### config.mk
export PLATFORM = sky130hd
export DESIGN_NAME = sync_length_frame_deframer
export DESIGN_NICKNAME = d
export VERILOG_FILES = /design/src/rtl/sld_pkg.sv /design/src/rtl/sync_length_frame_deframer.sv /design/src/rtl/sld_parser.sv /design/src/rtl/sld_out_reg.sv
export SDC_FILE = /design/constraint.sdc
export NUM_CORES = 1
export LEC_CHECK = 0
export ABC_CLOCK_PERIOD_IN_PS = 2750
export BUFFER_PORTS_ARGS = -buffer_cell sky130_fd_sc_hd__buf_4
export CAP_MARGIN = 10
export CORE_UTILIZATION = 40
export CTS_BUF_LIST = sky130_fd_sc_hd__clkbuf_16
export DETAILED_ROUTE_END_ITERATION = 10
export PLACE_DENSITY = 0.67
export SKIP_LAST_GASP = 1
export SLEW_MARGIN = 20
export SYNTH_ARGS = -nofsm -noshare
export SYNTH_HDL_FRONTEND = slang
export SYNTH_SLANG_ARGS = --single-unit
### constraint.sdc
create_clock -name clk -period 2.75 [get_ports clk]
set_clock_uncertainty 0.2 [all_clocks]
set_input_delay 0.275 -clock clk [delete_from_list [all_inputs] [get_ports clk]]
set_output_delay 0.275 -clock clk [all_outputs]
set_load 0.01 [all_outputs]
### src/rtl/sld_pkg.sv
// ----------------------------------------------------------------------------
// sld_pkg
// Shared types and constants for the sync/length frame deframer.
// ----------------------------------------------------------------------------
package sld_pkg;

    // Frame header bytes and the token that follows the length byte
    localparam logic [7:0] SYNC_0     = 8'h55;
    localparam logic [7:0] SYNC_1     = 8'h4E;
    localparam logic [7:0] SYNC_2     = 8'h45;
    localparam logic [7:0] SYNC_3     = 8'h52;
    localparam logic [7:0] TOKEN_CHAR = 8'h3A;

    // Checksum seed: header, token (length byte is folded in separately)
    localparam logic [7:0] CSUM_SEED  = SYNC_0 ^ SYNC_1 ^ SYNC_2 ^ SYNC_3 ^ TOKEN_CHAR;

    // Idle timeout register value after reset
    localparam logic [7:0] IDLE_TIMEOUT_RESET = 8'd6;

    // Input action codes
    localparam logic ACTION_BYTE = 1'b0;
    localparam logic ACTION_TICK = 1'b1;

    // Result kinds
    typedef enum logic [1:0] {
        KIND_PAYLOAD   = 2'd0,
        KIND_FRAME_OK  = 2'd1,
        KIND_FRAME_BAD = 2'd2
    } kind_t;

    // Parser phases
    typedef enum logic [2:0] {
        PH_HUNT    = 3'd0,
        PH_SYNC_N  = 3'd1,
        PH_SYNC_E  = 3'd2,
        PH_SYNC_R  = 3'd3,
        PH_LENGTH  = 3'd4,
        PH_TOKEN   = 3'd5,
        PH_PAYLOAD = 3'd6
    } phase_t;

    // One result from the parser toward the output stage
    typedef struct packed {
        logic       valid;
        kind_t      kind;
        logic [7:0] data;
        logic [7:0] position;
        logic [7:0] frame_length;
        logic [7:0] computed_checksum;
    } result_t;

endpackage

### src/rtl/sync_length_frame_deframer.sv
// ----------------------------------------------------------------------------
// sync_length_frame_deframer
// Deframer for sync/length/token frames with an XOR checksum and idle timer.
// ----------------------------------------------------------------------------
// The block takes one transaction per clock, a received byte or a timer tick,
// and gives at most one result per transaction in the next cycle through a
// single result register; the input stays ready while that register is empty
// or being drained, so throughput is one transaction per cycle. Each payload
// byte comes out as it arrives; the checksum byte closes the frame with a
// good/bad result. The idle timeout register is reloaded into the idle timer
// by every byte and is written through cfg_wr_en/cfg_wr_data; the user must
// write it only while the block is idle, which the block does not enforce.
module sync_length_frame_deframer
(
    input  logic        clk,
    input  logic        rst_n,
    input  logic        cfg_wr_en,
    input  logic [7:0]  cfg_wr_data,  // idle_timeout_ticks
    input  logic        s_tvalid,
    output logic        s_tready,
    input  logic [7:0]  s_tdata,      // [7:0] rx_byte
    input  logic [0:0]  s_tuser,      // [0] action
    output logic        m_tvalid,
    input  logic        m_tready,
    output logic [31:0] m_tdata,      // [7:0] data, [15:8] position,
                                      // [23:16] frame_length, [31:24] computed_checksum
    output logic [1:0]  m_tuser       // [1:0] kind
);

    sld_pkg::result_t result;
    logic             in_ready;
    logic             accept;

    assign s_tready = in_ready;
    assign accept   = s_tvalid && in_ready;

    // Parser
    sld_parser u_parser
    (
        .clk         (clk),
        .rst_n       (rst_n),
        .cfg_wr_en   (cfg_wr_en),
        .cfg_wr_data (cfg_wr_data),
        .accept      (accept),
        .action      (s_tuser[0]),
        .rx_byte     (s_tdata),
        .result      (result)
    );

    // Result register
    sld_out_reg u_out_reg
    (
        .clk      (clk),
        .rst_n    (rst_n),
        .result   (result),
        .in_ready (in_ready),
        .m_tvalid (m_tvalid),
        .m_tready (m_tready),
        .m_tdata  (m_tdata),
        .m_tuser  (m_tuser)
    );

endmodule

### src/rtl/sld_parser.sv
// ----------------------------------------------------------------------------
// sld_parser
// Frame parser state, idle timer and timeout register; one transaction per
// cycle while accept is high; result produced combinationally for the output register.
// ----------------------------------------------------------------------------
module sld_parser
(
    input  logic                clk,
    input  logic                rst_n,
    input  logic                cfg_wr_en,
    input  logic [7:0]          cfg_wr_data,
    input  logic                accept,
    input  logic                action,
    input  logic [7:0]          rx_byte,
    output sld_pkg::result_t    result
);

    sld_pkg::phase_t phase_reg, phase_next;
    logic [7:0]      timeout_reg;
    logic [7:0]      bytes_left_reg, bytes_left_next;
    logic [7:0]      frame_len_reg, frame_len_next;
    logic [7:0]      csum_reg, csum_next;
    logic [7:0]      index_reg, index_next;
    logic [7:0]      idle_reg, idle_next;
    sld_pkg::phase_t hunt_phase;
    logic            more_payload;
    logic [7:0]      csum_payload;
    logic [7:0]      index_inc;

    // Byte seen as a possible first sync byte
    assign hunt_phase   = (rx_byte == sld_pkg::SYNC_0) ? sld_pkg::PH_SYNC_N
                                                        : sld_pkg::PH_HUNT;
    assign more_payload = (bytes_left_reg > 8'd1);
    assign csum_payload = csum_reg ^ rx_byte;
    assign index_inc    = index_reg + 8'd1;

    // Next state
    always_comb
    begin
        phase_next      = phase_reg;
        bytes_left_next = bytes_left_reg;
        frame_len_next  = frame_len_reg;
        csum_next       = csum_reg;
        index_next      = index_reg;
        idle_next       = idle_reg;
        if (accept)
        begin
            if (action == sld_pkg::ACTION_TICK)
            begin
                if (idle_reg != 8'd0)
                begin
                    idle_next = idle_reg - 8'd1;
                    if (idle_reg == 8'd1)
                    begin
                        phase_next = sld_pkg::PH_HUNT;
                    end
                end
            end
            else
            begin
                idle_next = timeout_reg;
                case (phase_reg)
                    sld_pkg::PH_HUNT:
                    begin
                        phase_next = hunt_phase;
                    end
                    sld_pkg::PH_SYNC_N:
                    begin
                        phase_next = (rx_byte == sld_pkg::SYNC_1) ? sld_pkg::PH_SYNC_E
                                                                  : hunt_phase;
                    end
                    sld_pkg::PH_SYNC_E:
                    begin
                        phase_next = (rx_byte == sld_pkg::SYNC_2) ? sld_pkg::PH_SYNC_R
                                                                  : hunt_phase;
                    end
                    sld_pkg::PH_SYNC_R:
                    begin
                        phase_next = (rx_byte == sld_pkg::SYNC_3) ? sld_pkg::PH_LENGTH
                                                                  : hunt_phase;
                    end
                    sld_pkg::PH_LENGTH:
                    begin
                        frame_len_next  = rx_byte;
                        bytes_left_next = rx_byte;
                        // zero length aborts the frame
                        phase_next = (rx_byte == 8'd0) ? sld_pkg::PH_HUNT
                                                       : sld_pkg::PH_TOKEN;
                    end
                    sld_pkg::PH_TOKEN:
                    begin
                        if (rx_byte == sld_pkg::TOKEN_CHAR)
                        begin
                            csum_next  = sld_pkg::CSUM_SEED ^ frame_len_reg;
                            index_next = 8'd0;
                            phase_next = sld_pkg::PH_PAYLOAD;
                        end
                        else
                        begin
                            phase_next = hunt_phase;
                        end
                    end
                    sld_pkg::PH_PAYLOAD:
                    begin
                        if (more_payload)
                        begin
                            csum_next       = csum_payload;
                            index_next      = index_inc;
                            bytes_left_next = bytes_left_reg - 8'd1;
                        end
                        else
                        begin
                            bytes_left_next = 8'd0;
                            phase_next      = sld_pkg::PH_HUNT;
                        end
                    end
                    default:
                    begin
                        phase_next = sld_pkg::PH_HUNT;
                    end
                endcase
            end
        end
    end

    // Result for this transaction
    always_comb
    begin
        result.valid             = 1'b0;
        result.kind              = sld_pkg::KIND_PAYLOAD;
        result.data              = rx_byte;
        result.position          = index_inc;
        result.frame_length      = frame_len_reg;
        result.computed_checksum = csum_payload;
        if (accept && (action == sld_pkg::ACTION_BYTE) &&
            (phase_reg == sld_pkg::PH_PAYLOAD))
        begin
            result.valid = 1'b1;
            if (!more_payload)
            begin
                // checksum byte closes the frame
                result.kind              = (csum_reg == rx_byte) ? sld_pkg::KIND_FRAME_OK
                                                                 : sld_pkg::KIND_FRAME_BAD;
                result.position          = index_reg;
                result.computed_checksum = csum_reg;
            end
        end
    end

    // State and configuration registers
    always_ff @(posedge clk or negedge rst_n)
    begin
        if (!rst_n)
        begin
            phase_reg      <= sld_pkg::PH_HUNT;
            timeout_reg    <= sld_pkg::IDLE_TIMEOUT_RESET;
            bytes_left_reg <= 8'd0;
            frame_len_reg  <= 8'd0;
            csum_reg       <= 8'd0;
            index_reg      <= 8'd0;
            idle_reg       <= 8'd0;
        end
        else
        begin
            phase_reg      <= phase_next;
            bytes_left_reg <= bytes_left_next;
            frame_len_reg  <= frame_len_next;
            csum_reg       <= csum_next;
            index_reg      <= index_next;
            idle_reg       <= idle_next;
            if (cfg_wr_en)
            begin
                timeout_reg <= cfg_wr_data;
            end
        end
    end

endmodule

### src/rtl/sld_out_reg.sv
// ----------------------------------------------------------------------------
// sld_out_reg
// Result register on the master side; takes a new result when empty or while
// the held one leaves, so the input side then keeps one transaction per cycle.
// ----------------------------------------------------------------------------
module sld_out_reg
(
    input  logic                clk,
    input  logic                rst_n,
    input  sld_pkg::result_t    result,
    output logic                in_ready,
    output logic                m_tvalid,
    input  logic                m_tready,
    output logic [31:0]         m_tdata,
    output logic [1:0]          m_tuser
);

    logic             valid_reg;
    sld_pkg::result_t hold_reg;

    // Room for a result when empty or when the held one leaves this cycle
    assign in_ready = !valid_reg || m_tready;

    // Valid flag
    always_ff @(posedge clk or negedge rst_n)
    begin
        if (!rst_n)
        begin
            valid_reg <= 1'b0;
        end
        else if (in_ready)
        begin
            valid_reg <= result.valid;
        end
    end

    // Payload
    always_ff @(posedge clk)
    begin
        if (in_ready && result.valid)
        begin
            hold_reg <= result;
        end
    end

    assign m_tvalid = valid_reg;
    assign m_tuser  = hold_reg.kind;
    assign m_tdata  = {hold_reg.computed_checksum, hold_reg.frame_length,
                       hold_reg.position, hold_reg.data};

endmodule

Yosys cells after proc, flatten, opt, wreduce, memory -nomap -nowiden
Index checks and enable logic that the tools add are counted.
{"block": "word_totals", "reg_bits": 86, "output_inout_bits": 36, "wordCells": 81}
{"block": "classes", "n_addsub": 3, "magnitude_cmp": 1, "eq_ne": 17, "mux": 26, "n_bitwise": 4, "reduce_logical": 17}
{"cell": "8-bit two-way mux", "n": 9}
{"cell": "8-bit one-hot mux with 2 select lines", "n": 3}
{"cell": "8-bit by 7-bit == test with 1-bit output (second input constant)", "n": 4}
{"cell": "3-bit two-way mux", "n": 10}
{"cell": "3-bit one-hot mux with 7 select lines", "n": 1}
{"cell": "8-bit by 1-bit subtractor with 8-bit output (second input constant)", "n": 2}
{"cell": "3-bit == test (second input constant)", "n": 3}
{"cell": "8-bit by 1-bit adder with 8-bit output (second input constant)", "n": 1}
{"cell": "8-bit by 1-bit == test with 1-bit output (second input constant)", "n": 1}
{"cell": "8-bit by 6-bit == test with 1-bit output (second input constant)", "n": 1}
{"cell": "8-bit == test", "n": 1}
{"cell": "8-bit by 1-bit > comparator with 1-bit output (second input constant)", "n": 1}
{"cell": "8-bit zero test", "n": 1}
{"cell": "4-bit AND reduction", "n": 2}
{"cell": "8-bit nonzero test", "n": 1}
{"cell": "8-bit XOR", "n": 1}
{"cell": "3-bit by 2-bit == test with 1-bit output (second input constant)", "n": 2}
{"cell": "2-bit by 1-bit != test with 1-bit output (second input constant)", "n": 3}
{"cell": "3-bit AND reduction", "n": 2}
{"cell": "1-bit logical AND", "n": 4}
{"cell": "2-bit two-way mux", "n": 2}
{"cell": "4-bit NOT", "n": 1}
{"cell": "2-bit nonzero test", "n": 2}
{"cell": "3-bit by 1-bit == test with 1-bit output (second input constant)", "n": 1}
{"cell": "other kinds (8)", "n": 9}

Longest topological paths before layout
{"block": "logic_depth", "ltp_word": 7, "depth_mapped": 8, "depth_no_buf": 6}

Modules after synthesis
From an unflattened synthesis, not the netlist that was laid out.
{"block": "unflattened", "cells_unflattened": 405, "hier_area_um2": 4269.1}
{"mod": "sld_parser", "instances": 1, "cells_per_inst": 366, "area_each_um2": 3188.1}
{"mod": "sld_out_reg", "instances": 1, "cells_per_inst": 38, "area_each_um2": 1074.8}
{"mod": "sync_length_frame_deframer", "instances": 1, "cells_per_inst": 1, "area_each_um2": 6.3}

Worst setup path after synthesis
OpenSTA, ideal clock, no wires.
{"block": "synth_timing", "path_type": "register -> register", "from": "register u_parser.phase_reg[2]", "to": "register u_out_reg.hold_reg (netlist bit u_out_reg.m_tdata[9]) (data pin)", "setup_time_ns": 0.262, "t_arrival_ns": 2.379, "t_required_ns": 2.288, "slack_ns": -0.091, "stages_incl_launch_ff": 8, "n_path_buf": 2, "period_less_slack_ns": 2.841, "cell_sequence": "dfrtp_1 > buf_2 > and3b_1 > buf_2 > nand3_1 > clkinv_1 > nand2_2 > mux2_1"}
{"element": "from (decl)", "line": "sld_parser.sv:18", "rtl": "sld_pkg::phase_t phase_reg, phase_next;"}
{"element": "from (signal assigned)", "line": "sld_parser.sv:155", "rtl": "phase_reg <= sld_pkg::PH_HUNT;"}
{"element": "from (signal assigned)", "line": "sld_parser.sv:165", "rtl": "phase_reg <= phase_next;"}
{"element": "to (signal assigned)", "line": "sld_out_reg.sv:42", "rtl": "hold_reg <= result;"}
{"element": "to (decl)", "line": "sld_out_reg.sv:19", "rtl": "sld_pkg::result_t hold_reg;"}

Final worst setup path
{"block": "layout_timing", "from": "register u_parser.bytes_left_reg[7]", "to": "register u_parser.bytes_left_reg[5]"}
{"block": "layout_between", "elab_chain_cells": 3}
{"element": "from (decl)", "line": "sld_parser.sv:20", "rtl": "logic [7:0] bytes_left_reg, bytes_left_next;"}
{"element": "from (signal assigned)", "line": "sld_parser.sv:166", "rtl": "bytes_left_reg <= bytes_left_next;"}
{"element": "8-bit by 1-bit > comparator with 1-bit output", "line": "sld_parser.sv:33", "rtl": "assign more_payload = (bytes_left_reg > 8'd1);"}
{"element": "8-bit two-way mux", "line": "sld_parser.sv:105", "rtl": "if (more_payload)"}
{"element": "8-bit one-hot mux with 2 select lines", "line": "sld_parser.sv:62", "rtl": "case (phase_reg)"}
No other way between the ends.
A chain may end at the register's enable or synchronous reset.

==> flow_metrics.tcl <==
set metrics [dict create \
    i_o_pins 58 \
    std_cell_rows 38 \
    cts.sinks 86 \
    arrival_time_at_the_worst_endpoint_ps 2440 \
    cell_with_the_largest_stage_delay_on_the_worst_path "sky130_fd_sc_hd__or4_4" \
    grt_overflow 0 \
    syn2layout_area_growth_pct 20.81 \
    cts_made_buffers 9 \
    power.static_leakage_nw 2.130 \
    routed-via-count 3538 \
    flip_flop_count_of_the_largest_register_after_layout 32 \
    die_h_microns 107.6 \
    p_seq_share_pct 50.6 \
    yosysWarnings 0 \
    max_cap_violations 0 \
    power.combinational.fraction_pct 8.3 \
    yosys.cell_types.count 71 \
    synth-main-ff-cell "sky130_fd_sc_hd__dfrtp_1" \
    netlist_instances 404 \
    antenna_found_initial 0 \
    multiInputGateArea_sq_um 1949 \
    clock_tree.buffer_depth 2 \
    count_of_non_filler_cells_in_the_finished_layout 610 \
    grt_setup_unrepaired "no" \
    vias_per_inst 5.800 \
    postRouteWirelength_microns 10630 \
    cell_internal_pwr_mw 2.099 \
    placement.cell_area_sq_um 5017 \
    postSynthRegisterBits 86 \
    period_needed_ps 2421 \
    final_net_count 493 \
    async_flop_share_pct 60.47 \
    post-synth-top-area-cell "sky130_fd_sc_hd__dfrtp_1" \
    first_global_vias 3372 \
    postSynthNetCount 432 \
    placed_cells 585 \
    grt_pass1_wl_microns 17430 \
    timing.final.hold_violations 0 \
    period_share_pct 88.04 \
    maxSlewHeadroom_pct 54.97 \
    synth_enable_flop_cells 34 \
    setup.worst_path.end_class "flip-flop" \
    final_layout_setup_total_negative_slack_ps 0 \
    family_with_the_most_delay_on_the_worst_path "compound AO/OA/AOI/OAI gates" \
    cts_resized 0 \
    final.fill_count 956 \
    num_antenna_cells 0 \
    drive_gt1_share_pct 25.74 \
    pwr_per_cell_area_nw_per_um2 519.6 \
    cp.required_ps 2770 \
    place.port_buffers 57 \
    finalSetupViolations 0 \
    maxSlewViolCount 0 \
    hpwlAfterDp_microns 7199 \
    sequential_cell_area_sq_um 2325 \
    layout_common_cells "sky130_fd_sc_hd__buf_4 (65), sky130_fd_sc_hd__dfrtp_1 (50), sky130_fd_sc_hd__edfxtp_1 (34)" \
    min-delay-path-class "in2reg" \
    drt_drc_violations_left 0 \
    floorplan.initialDensity_pct 41.15 \
    cts-root-buf "sky130_fd_sc_hd__clkbuf_16" \
    number_of_antenna_violating_nets_in_the_routed_design 0 \
    maxClockFrequency_mhz 413.1 \
    synth_seq_area_share_pct 52.12 \
    worstPathBufferInverterCount 1 \
    synth.area.top_cells "sky130_fd_sc_hd__dfrtp_1 (28%), sky130_fd_sc_hd__edfxtp_1 (23%), sky130_fd_sc_hd__mux2_2 (4.0%), sky130_fd_sc_hd__xnor2_1 (2.9%), sky130_fd_sc_hd__o21ai_0 (2.7%)" \
    synth.top_cell.area_share_pct 28.05 \
    cts_post_setup_buffers_inserted 0 \
    hold_buffers 9 \
    grt_max_degree 53 \
    run_status "finished, final reports clean" \
    post-route-cell-area_sq_um 5389 \
    syn_area_per_cell_sq_um 11.04 \
    die_w_microns 107.6 \
    most_common_cell_after_layout_fill_and_taps_aside "sky130_fd_sc_hd__buf_4" \
    sw_ratio_pct 25.03 \
    area_of_the_die_sq_um 11580 \
    placeableCoreArea_sq_um 10840 \
    worst_pin_slew_ps 675.5 \
    syn_area_sq_um 4461 \
    vdd_ir_drop_max_mv 0.2303 \
    delay_of_the_slowest_cell_on_the_worst_path_ps 600 \
    clock_tree_from_tritoncts "built" \
    clock_insertion_delay_worst_skew_ps 340 \
    startpoint_type "flip-flop" \
    clock_power_share_pct 41.1 \
    first_iter_violations 295 \
    cp_cell_sequence "or4_4 -> o31ai_2 -> buf_4 -> o21ai_2 -> a221o_1" \
    ctsHtreeMaxLevel 3 \
    cts.reportedPaths.clkPinSlew_ps 60 \
    place_congestion 0.8761 \
    worst-path-max-fanout 6 \
    drt_pass1_iterations 5 \
    power.net_switching_mw 0.7010 \
    drt-wirelength-per-cell_microns 17.42 \
    groute.usage.overall_pct 19.70 \
    crit_type "reg2reg" \
]
## final timing paths
kind	depth (start not counted)	to	slack [ps]	from
max in group asynchronous	2	u_parser.frame_len_reg[3]	1560	rst_n
setup reg to reg	5	u_parser.bytes_left_reg[5]	330	u_parser.bytes_left_reg[7]
hold reg to reg	0	u_out_reg.m_tdata[20]	290	u_parser.frame_len_reg[4]
hold / removal	2	u_parser.idle_reg[7]	5	s_tuser
min in group asynchronous	2	u_parser.idle_reg[1]	340	rst_n
setup / recovery	5	u_parser.bytes_left_reg[5]	330	u_parser.bytes_left_reg[7]
## worst register-to-register path, stage by stage, from the launching register on
cell and delay, ps:
sky130_fd_sc_hd__dfrtp_1 410, sky130_fd_sc_hd__or4_4 600, sky130_fd_sc_hd__o31ai_2 460, sky130_fd_sc_hd__buf_4 260, sky130_fd_sc_hd__o21ai_2 70, sky130_fd_sc_hd__a221o_1 310
## power by group through the flow
stage / Combinational, mW / Clock (mW) / Sequential (mW)
floorplan: 0.149 / 0 / 1.42
global placement: 0.211 / 0 / 1.44
detailed placement: 0.219 / 0 / 1.44
CTS: 0.232 / 1.17 / 1.41
global route: 0.259 / 1.23 / 1.42
finish: 0.232 / 1.15 / 1.42
## logic make-up (layout without fill, tap and decap cells)
family / Yosys count / in the layout / share of synthesized area, %
adders and majority gates: 6 / 6 / 1.683
AOI/OAI and AO/OA: 118 / 118 / 18.35
muxes: 19 / 19 / 4.740
buffers and inverters: 45 / 111 / 4.179
and+or+nand+nor: 107 / 107 / 14.42
DFF: 86 / 86 / 52.12
xor gates and xnor gates: 23 / 23 / 4.516
## cell type report
| cell class | instances | area share (%) |
|---|---|---|
| timing repair buffer | 74 | 10.73 |
| multi-input combinational | 273 | 36.17 |
| sequential | 86 | 43.14 |
| inverter | 21 | 1.486 |
| tap | 140 | 3.251 |
| clock inverter | 7 | 1.045 |
| clock buffer | 9 | 4.179 |
## synthesized netlist by cell type, types with 3 or more instances
library cell / instances
sky130_fd_sc_hd__o32ai_1: 4
sky130_fd_sc_hd__xor2_1: 8
sky130_fd_sc_hd__o221a_2: 5
sky130_fd_sc_hd__or2_2: 3
sky130_fd_sc_hd__o2bb2ai_1: 3
sky130_fd_sc_hd__edfxtp_1: 34
sky130_fd_sc_hd__buf_2: 8
sky130_fd_sc_hd__dfrtp_1: 50
sky130_fd_sc_hd__nand2b_1: 3
sky130_fd_sc_hd__nand2_1: 14
sky130_fd_sc_hd__nor3_1: 6
sky130_fd_sc_hd__o22ai_1: 6
sky130_fd_sc_hd__nand3_1: 8
sky130_fd_sc_hd__o211ai_1: 4
sky130_fd_sc_hd__nor2_1: 19
sky130_fd_sc_hd__o21ai_0: 24
sky130_fd_sc_hd__inv_1: 19
sky130_fd_sc_hd__ha_1: 6
sky130_fd_sc_hd__nor2b_1: 6
sky130_fd_sc_hd__nor4_1: 8
sky130_fd_sc_hd__and3_1: 6
sky130_fd_sc_hd__and2_1: 3
sky130_fd_sc_hd__a31oi_1: 18
sky130_fd_sc_hd__or3_1: 6
sky130_fd_sc_hd__and4_1: 4
sky130_fd_sc_hd__xnor2_1: 15
sky130_fd_sc_hd__mux2_2: 16
sky130_fd_sc_hd__clkbuf_1: 15
sky130_fd_sc_hd__a21oi_1: 18
sky130_fd_sc_hd__a211oi_1: 11
## layer usage
layer	part of all wire (%)	track usage, %
met5	0	0
met4	1.6	6.360
met3	5.8	3.935
met2	49	31.46
met1	44	26.82
## stage by stage
stage | setup WS [ps] | utilization (%) | hold slack (ps) | power [mW]
after floorplan | 386.2 | - | -220.6 | 1.572
after global placement | 441.6 | 46.28 | 154.2 | 1.649
after detailed placement | 372.0 | 46.28 | 162.8 | 1.659
after CTS | 363.8 | 49.71 | 2.200 | 2.816
after global routing | 192.4 | 49.71 | 0.9206 | 2.915
final | 329.0 | 49.71 | 5.140 | 2.800
Note: power is estimated with default switching activity, not from simulation.
